File: config.mk
export PLATFORM = sky130hd
export DESIGN_NAME = double_ended_queue
export DESIGN_NICKNAME = d
export VERILOG_FILES = /design/src/dq_pkg.sv /design/src/double_ended_queue.sv /design/src/dq_cell.sv /design/src/dq_ctrl.sv
export VERILOG_INCLUDE_DIRS = /design/src /design/src/src
export SDC_FILE = /design/constraint.sdc
export NUM_CORES = 2
export LEC_CHECK = 0
export ABC_AREA = 1
export BUFFER_PORTS_ARGS = -buffer_cell sky130_fd_sc_hd__buf_2
export CAP_MARGIN = 40
export CORE_MARGIN = 2
export CORE_UTILIZATION = 40
export CTS_BUF_LIST = sky130_fd_sc_hd__clkbuf_4 sky130_fd_sc_hd__clkbuf_8
export CTS_CLUSTER_DIAMETER = 30
export DETAILED_ROUTE_END_ITERATION = 8
export PLACE_DENSITY = 0.57
export REMOVE_ABC_BUFFERS = 1
export SETUP_SLACK_MARGIN = 0.2
export SKIP_CTS_REPAIR_TIMING = 1
export SYNTH_ARGS = -nofsm -noshare
export SYNTH_HDL_FRONTEND = slang
export SYNTH_SLANG_ARGS = --single-unit
File: constraint.sdc
create_clock -name clk -period 9.5 [get_ports clk]
set_input_delay 1.425 -clock clk [delete_from_list [all_inputs] [get_ports clk]]
set_output_delay 1.425 -clock clk [all_outputs]
set_load 0.005 [all_outputs]
File: src/double_ended_queue_defines.svh
// ---------------------------------------------------------------------------
// double_ended_queue_defines.svh
// assertion macros shared by the deque modules
// ---------------------------------------------------------------------------
`ifndef DOUBLE_ENDED_QUEUE_DEFINES_SVH
`define DOUBLE_ENDED_QUEUE_DEFINES_SVH

`ifndef SYNTHESIS
// same-cycle implication
`define DQ_ASSERT_IMP(lbl, clk, rstn, ante, cons, msg) \
	lbl: assert property (@(posedge clk) disable iff (!rstn) (ante) |-> (cons)) \
		else $error(msg);
// next-cycle implication
`define DQ_ASSERT_NXT(lbl, clk, rstn, ante, cons, msg) \
	lbl: assert property (@(posedge clk) disable iff (!rstn) (ante) |=> (cons)) \
		else $error(msg);
`else
`define DQ_ASSERT_IMP(lbl, clk, rstn, ante, cons, msg)
`define DQ_ASSERT_NXT(lbl, clk, rstn, ante, cons, msg)
`endif

`endif

File: src/dq_pkg.sv
// ---------------------------------------------------------------------------
// dq_pkg
// types and constants of the double-ended queue
// ---------------------------------------------------------------------------
package dq_pkg;

	localparam int DQ_CAPACITY   = 16;
	localparam int DQ_DATA_WIDTH = 32;
	localparam int DQ_WORD_W     = 32;

	// request codes
	typedef enum logic [1:0] {
		REQ_PUSH_FRONT = 2'd0,
		REQ_PUSH_BACK  = 2'd1,
		REQ_POP_FRONT  = 2'd2,
		REQ_POP_BACK   = 2'd3
	} dq_req_t;

	// what every cell does on a clock edge
	typedef enum logic [2:0] {
		CELL_HOLD,
		CELL_PUSH_FRONT,
		CELL_PUSH_BACK,
		CELL_POP_FRONT,
		CELL_POP_BACK
	} dq_cell_op_t;

	typedef struct packed {
		dq_cell_op_t op;
		logic        ret_shift;
	} dq_cell_ctrl_t;

	typedef enum logic {
		ST_IDLE,
		ST_RETURN
	} dq_state_t;

endpackage

File: src/double_ended_queue.sv
// ---------------------------------------------------------------------------
// double_ended_queue
// fixed-capacity deque of data words built as a chain of shifting cells
// ---------------------------------------------------------------------------
// The words live in a row of CAPACITY cells packed from cell zero: cell zero
// holds the front word, the last valid cell holds the back word. A push front
// shifts the whole row one cell back and drops the new word into cell zero,
// a pop front shifts the row one cell forward and hands out cell zero, and a
// push back fills the first free cell. After each of these the block takes
// the next request in the following cycle as long as the result register
// is free or being drained. A pop back launches the back word into a return
// path that runs beside the cells and moves one cell toward cell zero per
// cycle, so a pop back gives its result once the word reaches cell zero and
// takes no new request until then; the length of that walk is what sets the
// pop back rate. Every request gives one result: ok, the popped word (zero
// for pushes and refused requests) and the count after the request. A push
// on a full queue and a pop on an empty one are refused with ok low and
// leave the queue as it was. Words are cut to DATA_WIDTH bits when stored.
// ---------------------------------------------------------------------------
module double_ended_queue #(
	parameter int CAPACITY   = dq_pkg::DQ_CAPACITY,
	parameter int DATA_WIDTH = dq_pkg::DQ_DATA_WIDTH,
	localparam int CNT_W     = $clog2(CAPACITY + 1)
) (
	input  logic                          clk,
	input  logic                          arst_n,
	// request channel
	input  logic                          in_valid,
	output logic                          in_ready,
	input  logic [1:0]                    req_type,
	input  logic [dq_pkg::DQ_WORD_W-1:0]  push_value,
	// result channel
	output logic                          out_valid,
	input  logic                          out_ready,
	output logic                          ok,
	output logic [dq_pkg::DQ_WORD_W-1:0]  pop_value,
	output logic [CNT_W-1:0]              count
);
	import dq_pkg::*;

	dq_cell_ctrl_t         cell_ctrl;
	logic [DATA_WIDTH-1:0] push_word;
	logic                  valid_w [CAPACITY];
	logic [DATA_WIDTH-1:0] data_w  [CAPACITY];
	logic [DATA_WIDTH-1:0] ret_w   [CAPACITY];

	// stored words keep only DATA_WIDTH bits
	assign push_word = DATA_WIDTH'(push_value);

	dq_ctrl #(
		.CAPACITY   (CAPACITY),
		.DATA_WIDTH (DATA_WIDTH)
	) u_ctrl (
		.clk       (clk),
		.arst_n    (arst_n),
		.in_valid  (in_valid),
		.in_ready  (in_ready),
		.req_type  (req_type),
		.out_ready (out_ready),
		.out_valid (out_valid),
		.ok        (ok),
		.pop_value (pop_value),
		.count     (count),
		.head_data (data_w[0]),
		.ret_head  (ret_w[0]),
		.cell_ctrl (cell_ctrl)
	);

	// the cell chain; cell zero sees the incoming word as its predecessor,
	// the last cell sees an empty successor
	for (genvar i = 0; i < CAPACITY; i++) begin : g_cell
		logic                  prev_valid;
		logic [DATA_WIDTH-1:0] prev_data;
		logic                  next_valid;
		logic [DATA_WIDTH-1:0] next_data;
		logic [DATA_WIDTH-1:0] ret_next;

		if (i == 0) begin : g_head
			assign prev_valid = 1'b1;
			assign prev_data  = push_word;
		end else begin : g_mid_prev
			assign prev_valid = valid_w[i-1];
			assign prev_data  = data_w[i-1];
		end

		if (i == CAPACITY - 1) begin : g_tail
			assign next_valid = 1'b0;
			assign next_data  = '0;
			assign ret_next   = '0;
		end else begin : g_mid_next
			assign next_valid = valid_w[i+1];
			assign next_data  = data_w[i+1];
			assign ret_next   = ret_w[i+1];
		end

		dq_cell #(
			.DATA_WIDTH (DATA_WIDTH)
		) u_cell (
			.clk        (clk),
			.arst_n     (arst_n),
			.ctrl       (cell_ctrl),
			.push_word  (push_word),
			.prev_valid (prev_valid),
			.prev_data  (prev_data),
			.next_valid (next_valid),
			.next_data  (next_data),
			.ret_next   (ret_next),
			.valid      (valid_w[i]),
			.data       (data_w[i]),
			.ret        (ret_w[i])
		);
	end

endmodule

File: src/dq_cell.sv
// ---------------------------------------------------------------------------
// dq_cell
// one storage cell of the deque chain, with its slot of the return path
// ---------------------------------------------------------------------------
`include "double_ended_queue_defines.svh"

module dq_cell #(
	parameter int DATA_WIDTH = dq_pkg::DQ_DATA_WIDTH
) (
	input  logic                  clk,
	input  logic                  arst_n,
	input  dq_pkg::dq_cell_ctrl_t ctrl,
	input  logic [DATA_WIDTH-1:0] push_word,
	input  logic                  prev_valid,
	input  logic [DATA_WIDTH-1:0] prev_data,
	input  logic                  next_valid,
	input  logic [DATA_WIDTH-1:0] next_data,
	input  logic [DATA_WIDTH-1:0] ret_next,
	output logic                  valid,
	output logic [DATA_WIDTH-1:0] data,
	output logic [DATA_WIDTH-1:0] ret
);
	import dq_pkg::*;

	logic                  valid_q;
	logic                  valid_d;
	logic [DATA_WIDTH-1:0] data_q;
	logic [DATA_WIDTH-1:0] ret_q;
	logic                  is_last;
	logic                  is_gap;

	// back end of the occupied run, and first free cell after it
	assign is_last = valid_q & ~next_valid;
	assign is_gap  = ~valid_q & prev_valid;

	always_comb begin
		case (ctrl.op)
			CELL_PUSH_FRONT: valid_d = prev_valid;
			CELL_PUSH_BACK:  valid_d = valid_q | is_gap;
			CELL_POP_FRONT:  valid_d = next_valid;
			CELL_POP_BACK:   valid_d = valid_q & ~is_last;
			default:         valid_d = valid_q;
		endcase
	end

	always_ff @(posedge clk or negedge arst_n) begin
		if (!arst_n) begin
			valid_q <= 1'b0;
		end else begin
			valid_q <= valid_d;
		end
	end

	always_ff @(posedge clk) begin
		case (ctrl.op)
			CELL_PUSH_FRONT: data_q <= prev_data;
			CELL_PUSH_BACK: begin
				if (is_gap) begin
					data_q <= push_word;
				end
			end
			CELL_POP_FRONT:  data_q <= next_data;
			default:         data_q <= data_q;
		endcase
	end

	// return path: the back word is launched here and walks to cell zero
	always_ff @(posedge clk) begin
		if (ctrl.op == CELL_POP_BACK) begin
			ret_q <= is_last ? data_q : '0;
		end else if (ctrl.ret_shift) begin
			ret_q <= ret_next;
		end
	end

	assign valid = valid_q;
	assign data  = data_q;
	assign ret   = ret_q;

	`DQ_ASSERT_IMP(a_cell_packed, clk, arst_n, next_valid, valid_q, "deque cells not packed")
	`DQ_ASSERT_NXT(a_cell_push_front, clk, arst_n, (ctrl.op == CELL_PUSH_FRONT), (valid_q == $past(prev_valid)), "push front did not shift valid")
	`DQ_ASSERT_NXT(a_cell_pop_back, clk, arst_n, (ctrl.op == CELL_POP_BACK) && is_last, !valid_q, "pop back left tail cell valid")

endmodule

File: src/dq_ctrl.sv
// ---------------------------------------------------------------------------
// dq_ctrl
// request decode, occupancy count, return sequencer and result register
// ---------------------------------------------------------------------------
`include "double_ended_queue_defines.svh"

module dq_ctrl #(
	parameter int CAPACITY   = dq_pkg::DQ_CAPACITY,
	parameter int DATA_WIDTH = dq_pkg::DQ_DATA_WIDTH,
	localparam int CNT_W     = $clog2(CAPACITY + 1),
	localparam int IDX_W     = $clog2(CAPACITY)
) (
	input  logic                          clk,
	input  logic                          arst_n,
	input  logic                          in_valid,
	output logic                          in_ready,
	input  logic [1:0]                    req_type,
	input  logic                          out_ready,
	output logic                          out_valid,
	output logic                          ok,
	output logic [dq_pkg::DQ_WORD_W-1:0]  pop_value,
	output logic [CNT_W-1:0]              count,
	input  logic [DATA_WIDTH-1:0]         head_data,
	input  logic [DATA_WIDTH-1:0]         ret_head,
	output dq_pkg::dq_cell_ctrl_t         cell_ctrl
);
	import dq_pkg::*;

	dq_state_t              state_q, state_d;
	logic [CNT_W-1:0]       count_q, count_d;
	logic [IDX_W-1:0]       ret_cnt_q, ret_cnt_d;
	logic                   out_valid_q;
	logic                   ok_q, ok_d;
	logic [DQ_WORD_W-1:0]   pop_q, pop_d;
	logic [CNT_W-1:0]       count_out_q;
	logic                   out_load;
	logic                   accept;
	logic                   is_full;
	logic                   is_empty;
	dq_req_t                req;

	assign req      = dq_req_t'(req_type);
	assign in_ready = (state_q == ST_IDLE) && (!out_valid_q || out_ready);
	assign accept   = in_valid && in_ready;
	assign is_full  = (count_q == CNT_W'(CAPACITY));
	assign is_empty = (count_q == '0);

	always_comb begin
		state_d            = state_q;
		count_d            = count_q;
		ret_cnt_d          = ret_cnt_q;
		out_load           = 1'b0;
		ok_d               = 1'b0;
		pop_d              = '0;
		cell_ctrl.op       = CELL_HOLD;
		cell_ctrl.ret_shift = 1'b0;
		case (state_q)
			ST_IDLE: begin
				if (accept) begin
					case (req)
						REQ_PUSH_FRONT, REQ_PUSH_BACK: begin
							out_load = 1'b1;
							if (!is_full) begin
								cell_ctrl.op = (req == REQ_PUSH_FRONT) ? CELL_PUSH_FRONT
								                                       : CELL_PUSH_BACK;
								count_d = count_q + CNT_W'(1);
								ok_d    = 1'b1;
							end
						end
						REQ_POP_FRONT: begin
							out_load = 1'b1;
							if (!is_empty) begin
								cell_ctrl.op = CELL_POP_FRONT;
								pop_d        = DQ_WORD_W'(head_data);
								count_d      = count_q - CNT_W'(1);
								ok_d         = 1'b1;
							end
						end
						REQ_POP_BACK: begin
							if (is_empty) begin
								out_load = 1'b1;
							end else begin
								cell_ctrl.op = CELL_POP_BACK;
								count_d      = count_q - CNT_W'(1);
								ret_cnt_d    = IDX_W'(count_q - CNT_W'(1));
								state_d      = ST_RETURN;
							end
						end
						default: out_load = 1'b1;
					endcase
				end
			end
			ST_RETURN: begin
				if (ret_cnt_q == '0) begin
					out_load = 1'b1;
					ok_d     = 1'b1;
					pop_d    = DQ_WORD_W'(ret_head);
					state_d  = ST_IDLE;
				end else begin
					cell_ctrl.ret_shift = 1'b1;
					ret_cnt_d           = ret_cnt_q - IDX_W'(1);
				end
			end
			default: state_d = ST_IDLE;
		endcase
	end

	always_ff @(posedge clk or negedge arst_n) begin
		if (!arst_n) begin
			state_q     <= ST_IDLE;
			count_q     <= '0;
			ret_cnt_q   <= '0;
			out_valid_q <= 1'b0;
		end else begin
			state_q   <= state_d;
			count_q   <= count_d;
			ret_cnt_q <= ret_cnt_d;
			if (out_load) begin
				out_valid_q <= 1'b1;
			end else if (out_ready) begin
				out_valid_q <= 1'b0;
			end
		end
	end

	always_ff @(posedge clk) begin
		if (out_load) begin
			ok_q        <= ok_d;
			pop_q       <= pop_d;
			count_out_q <= count_d;
		end
	end

	assign out_valid = out_valid_q;
	assign ok        = ok_q;
	assign pop_value = pop_q;
	assign count     = count_out_q;

	`DQ_ASSERT_IMP(a_ret_no_result, clk, arst_n, (state_q == ST_RETURN), !out_valid_q, "result pending during return walk")
	`DQ_ASSERT_IMP(a_count_range, clk, arst_n, 1'b1, (count_q <= CNT_W'(CAPACITY)), "occupancy above capacity")
	`DQ_ASSERT_NXT(a_full_push_fails, clk, arst_n, accept && is_full && ((req == REQ_PUSH_FRONT) || (req == REQ_PUSH_BACK)), out_valid_q && !ok_q && $stable(count_q), "push on full not refused")
	`DQ_ASSERT_NXT(a_empty_pop_zero, clk, arst_n, accept && is_empty && ((req == REQ_POP_FRONT) || (req == REQ_POP_BACK)), out_valid_q && !ok_q && (pop_q == '0), "pop on empty not refused")

endmodule

* Word-level counts from Yosys, hierarchy flattened *
Index checks and enable logic that the tools add are counted.

storage, ports and cells
  register bits after elaboration = 1089
  bits of input ports = 38

operators by class
  $add $sub $neg = 3
  eq/ne operators = 28
  multiplexer cells = 135
  bitwise logic cells = 76
  reductions and logical operators = 35

operators with widths
  cell                   count
  $mux W32               68
  $pmux W32 S3           16
  $pmux W32 S2           1
  $pmux W1 S4            14
  $ne A2 B1 Y1 const B   16
  $reduce_and A2 Y1      16
  $not A1 Y1             31
  $and A1 B1 Y1          30
  $mux W5                4
  $mux W4                4
  $or A1 B1 Y1           15
  $mux W1                12
  $mux W3                4
  $pmux W1 S2            5
  $pmux W5 S2            1
  $pmux W3 S3            1
  $reduce_bool A3 Y1     3
  $ne A2 B2 Y1 const B   4
  $pmux W4 S2            1
  $reduce_or A2 Y1       4
  $eq A3 B2 Y1 const B   2
  $pmux W1 S3            2
  $add A5 B1 Y5 const B  1
  $eq A5 B5 Y1 const B   1
  other kinds (17)       21

* Logic depth before layout (Yosys ltp) *
  depth after elaboration = 9
  mapped depth = 13

* Hierarchy *
From an unflattened synthesis, not the netlist that was laid out.

unflattened totals
  cell total of the unflattened synthesis = 5643
  area, all modules = 53035.9 um^2

by module, submodules not included
  module              instances  cells each  area an instance (um^2)  seq. area each (um^2)
  dq_cell             16         335         3154.3                   1946.9
  dq_ctrl             1          281         2560.0                   1416.4
  double_ended_queue  1          2           7.5                      0.0

* Least setup slack after synthesis *
OpenSTA, ideal clock, no wires.

  path type = in2reg
  start point = input port out_ready
  end point = register u_ctrl.ret_cnt_q[1]
  arrival time = 9.110 ns
  required time = 9.296 ns
  slack = 0.186 ns
  stages = 11
  path buffers = 3
  cells stage by stage = inv_1 nand2_1 nand3_4 nor2_4 buf_6 nand2_2 buf_6 buf_4 nand2_2 o21ai_0 o21ai_0

between the ends
  word-level cells in the longest chain between the ends = 5

RTL lines
  item                                line                      source
  start, declared                     double_ended_queue.sv:34  input logic out_ready,
  $logic_or A1 B1 Y1                  dq_ctrl.sv:43             assign in_ready = (state_q == ST_IDLE) && (!out_valid_q || out_ready);
  $logic_and A1 B1 Y1                 dq_ctrl.sv:43
  $logic_and A1 B1 Y1                 dq_ctrl.sv:44             assign accept = in_valid && in_ready;
  $ne A2 B1 Y1 (no source line)       --
  $reduce_and A4 Y1 (no source line)  --
  end signal, assigned                dq_ctrl.sv:117            ret_cnt_q <= ret_cnt_d;
  end, declared                       dq_ctrl.sv:31             logic [IDX_W-1:0] ret_cnt_q, ret_cnt_d;

Every way passes these cells.
A chain may end at the register's enable or synchronous reset.

* Final worst setup path *
  start point = input port out_ready
  end point = register g_cell[9].u_cell.ret_q[14], enable pin

between the ends
  word-level cells in the longest chain between the ends = 7

RTL lines
  item                                 line           source
  $logic_or A1 B1 Y1                   dq_ctrl.sv:43
  $logic_and A1 B1 Y1                  dq_ctrl.sv:43
  $logic_and A1 B1 Y1                  dq_ctrl.sv:44
  $mux W3                              dq_ctrl.sv:59  if (accept) begin
  $mux W3                              dq_ctrl.sv:57  case (state_q)
  $eq A3 B3 Y1                         dq_cell.sv:69  if (ctrl.op == CELL_POP_BACK) begin
  $reduce_bool A2 Y1 (no source line)  --
  end signal, assigned                 dq_cell.sv:70  ret_q <= is_last ? data_q : '0;
  end signal, assigned                 dq_cell.sv:72  ret_q <= ret_next;
  end, declared                        dq_cell.sv:28  logic [DATA_WIDTH-1:0] ret_q;

Every way passes these cells.

==> run metrics <==
most frequent cell after synthesis=nand2_1; Setup TNS=0 ns; Top Family by Delay on Critical Path=simple AND/OR/NAND/NOR gates; die area=124,000 µm²; Initial DRT Pass Iterations=6; EDFF count, synth=1,062; CTS buffer count=203; All-Layer GR Usage=a little under a fifth; largest net degree at the start of global routing=just under 200; P&R area growth vs syn=12.2%; layout cells sized above 1=11.0%; Synth Instances=~4.8k; WP depth=9; Port Buffers=77; count of final max-slew check failures=0; Iter 0 DRT Violations=between 3k and 4k; Yosys warnings=0; Sink Count=approximately 1.1k; Slew @ Worst Pin=around 1.3 ns; Initial Util=40.5%; Via Count=33.7k; top_reg_cell synth=edfxtp_1; maximum clock path buffer count=3; hpwl dp=67,100 µm; clk root buf=clkbuf_8; CORE AREA=roughly 120,000 µm²; vias per cell=5.13; Placed Cells=roughly 6.2k; CP endpoint kind=flop; hold_ws=0.493 ns; syn_area_per_cell=roughly 10 µm²; vias in the first global route=~32k; PwrDens=296 nW/µm²; H-tree depth=4; wirelength, routed=118,000 µm; Max Cap Viol=0; row count=127; commonest cells in the netlist=nand2_1 (2,045), edfxtp_1 (1,062), nand3_1 (833); max incr delay on CP=between 0.7 and 0.8 ns; Async SR Flop Fraction=under 10%; Total Power=roughly 16 mW; slowest CP cell=buf_12; post-synthesis sequential area ratio=66.9%; Die Width=353 µm; share of the synthesized area in the top cell type=65.5%; ranking of synthesized cells by area=edfxtp_1 (66%), nand2_1 (16%), nand3_1 (8.6%); Worst IR Drop VDD=around 430 µV; Die H=353 µm; first-pass GRT wire length=approximately 190,000 µm; fillers=11.3k; Worst EP arrival=around 4.7 ns; Util after Layout=45.4%; Mapped Area=slightly below 50,000 µm²; Post-Layout Cell Count=6,561; CTS tree=yes; unrepaired setup endpoints after global routing=no; Cell variety after synth=28; placed instance area=50,200 µm²; Critical Path, Cell by Cell=buf_2 > inv_1 > nand2_1 > nand3_4 > nor2_4 > nand2_8 > nand2_8 > buf_16 > buf_12; antenna violations before repair=1; FF-to-FF path depth=10; Min-Delay Path Depth=2; status=completed; fin crit period=between 4 and 5 ns; Max FO, Critical Path=between 150 and 200; total congestion overflow=0; Crit path required time=9.97 ns; Rel. slew slack=roughly 16%; fmax=0.237 GHz; leakage power=22.4 nW; clock latency on the worst-skew pair=just under 0.9 ns; GPL Wtd Cong=around 0.8; Buf+Inv Stages, Crit Path=4; Worst-path clk slew=0.06 ns; Setup Viol. Count Final=0; WL per Instance=18.0 µm; fin area=54,600 µm²; clock skew=0.0302 ns; Final Hold Vio Count=0; final period utilization=between 40 and 50%; crit start category=primary input; largest area contributor in the synthesized netlist=edfxtp_1; setup slack at placement=4.45 ns; Crit Path Class=primary input to flop; post-route ant nets=0; hold crit path type=flop to flop; worst setup margin=5.29 ns; synthesized flop and latch total=around 1.1k; crit-path most repeated cell=nand2_8; final net count=a little under 5k; Ports=78; number of remaining DRC errors=0
-- sequential cells by signal, indices dropped and copies added (netlist names) --
register	flops
g_cell.u_cell.data	512
u_ctrl.pop_value	32
u_ctrl.ret_cnt_q	4
g_cell.u_cell.ret	512
u_ctrl.out_valid	1
g_cell.u_cell.valid	16
u_ctrl.ok	1
u_ctrl.count	5
u_ctrl.state_q	1
u_ctrl.count_q	5
-- cell type report --
type	instances	area (µm²)	area share, %
Tap cell	1612	2020	3.70
Antenna cell	1	2.50	0.00458
Sequential cell	1089	32600	59.7
Timing Repair Buffer	135	1030	1.89
Clock inverter	104	991	1.82
Inverter	147	554	1.02
Clock buffer	268	3360	6.15
Multi-Input combinational cell	3205	14100	25.8
-- where the power goes --
group	leakage (nW)	switching, mW	internal [mW]	total (mW)
clock network	2.25	2.01	2.79	4.80
registers	10.3	0.541	7.39	7.93
logic	9.80	2.47	0.949	3.42
-- worst reg2reg max path, stage by stage, from the launching register on --
cell,delay (ns)
dfrtp_1,0.44
inv_1,0.11
ha_1,0.24
nand3_2,0.12
nand2_1,0.12
nor2_4,0.13
buf_12,0.67
buf_12,0.83
buf_4,1.11
nand2_1,0.16
nand3_1,0.12
-- cells in the final DEF, fill, tap and decap left out, drive strengths merged, types with 27 or more instances in the layout --
master  count
nand2    2079
edfxtp   1062
nand3     836
clkbuf    268
inv       148
buf       135
o211ai     81
clkinv     69
o21ai      67
nor2       58
o31ai      49
dfrtp      27
-- cell families after synthesis --
| kind of cell | synth area share [%] |
|---|---|
| buffers and inverters | 4.49 |
| XOR/XNOR | 0.162 |
| AO/OA/AOI/OAI | 2.86 |
| adder cells (fa/ha/maj) | 0.103 |
| AND/OR/NAND/NOR | 25.5 |
| flip-flops | 66.9 |
-- path summary, 6_finish.rpt --
check | start | endpoint | slack, ns
max | out_ready | g_cell[9].u_cell.ret[14]$_DFFE_PP_ | 5.29
min | g_cell[8].u_cell.ret[2]$_DFFE_PP_ | g_cell[7].u_cell.ret[2]$_DFFE_PP_ | 0.49
max reg2reg | u_ctrl.count_q[0]$_DFF_PN0_ | g_cell[8].u_cell.data[21]$_DFFE_PP_ | 5.30
min reg2reg | g_cell[8].u_cell.ret[2]$_DFFE_PP_ | g_cell[7].u_cell.ret[2]$_DFFE_PP_ | 0.49
max in group asynchronous | arst_n | u_ctrl.count_q[0]$_DFF_PN0_ | 8.47
min in group asynchronous | arst_n | g_cell[15].u_cell.valid$_DFFE_PN0P_ | 0.58
-- layer usage --
| metal | GRT usage (%) | up-vias | wire length [µm] |
|---|---|---|---|
| li1 | - | 16300 | - |
| met1 | 27.8 | 16100 | 56500 |
| met2 | 28.5 | 1111 | 52400 |
| met3 | 3.20 | 143 | 7240 |
| met4 | 5.09 | 0 | 2040 |
| met5 | 0 | - | 0 |
(Power assumes the default switching activity.)
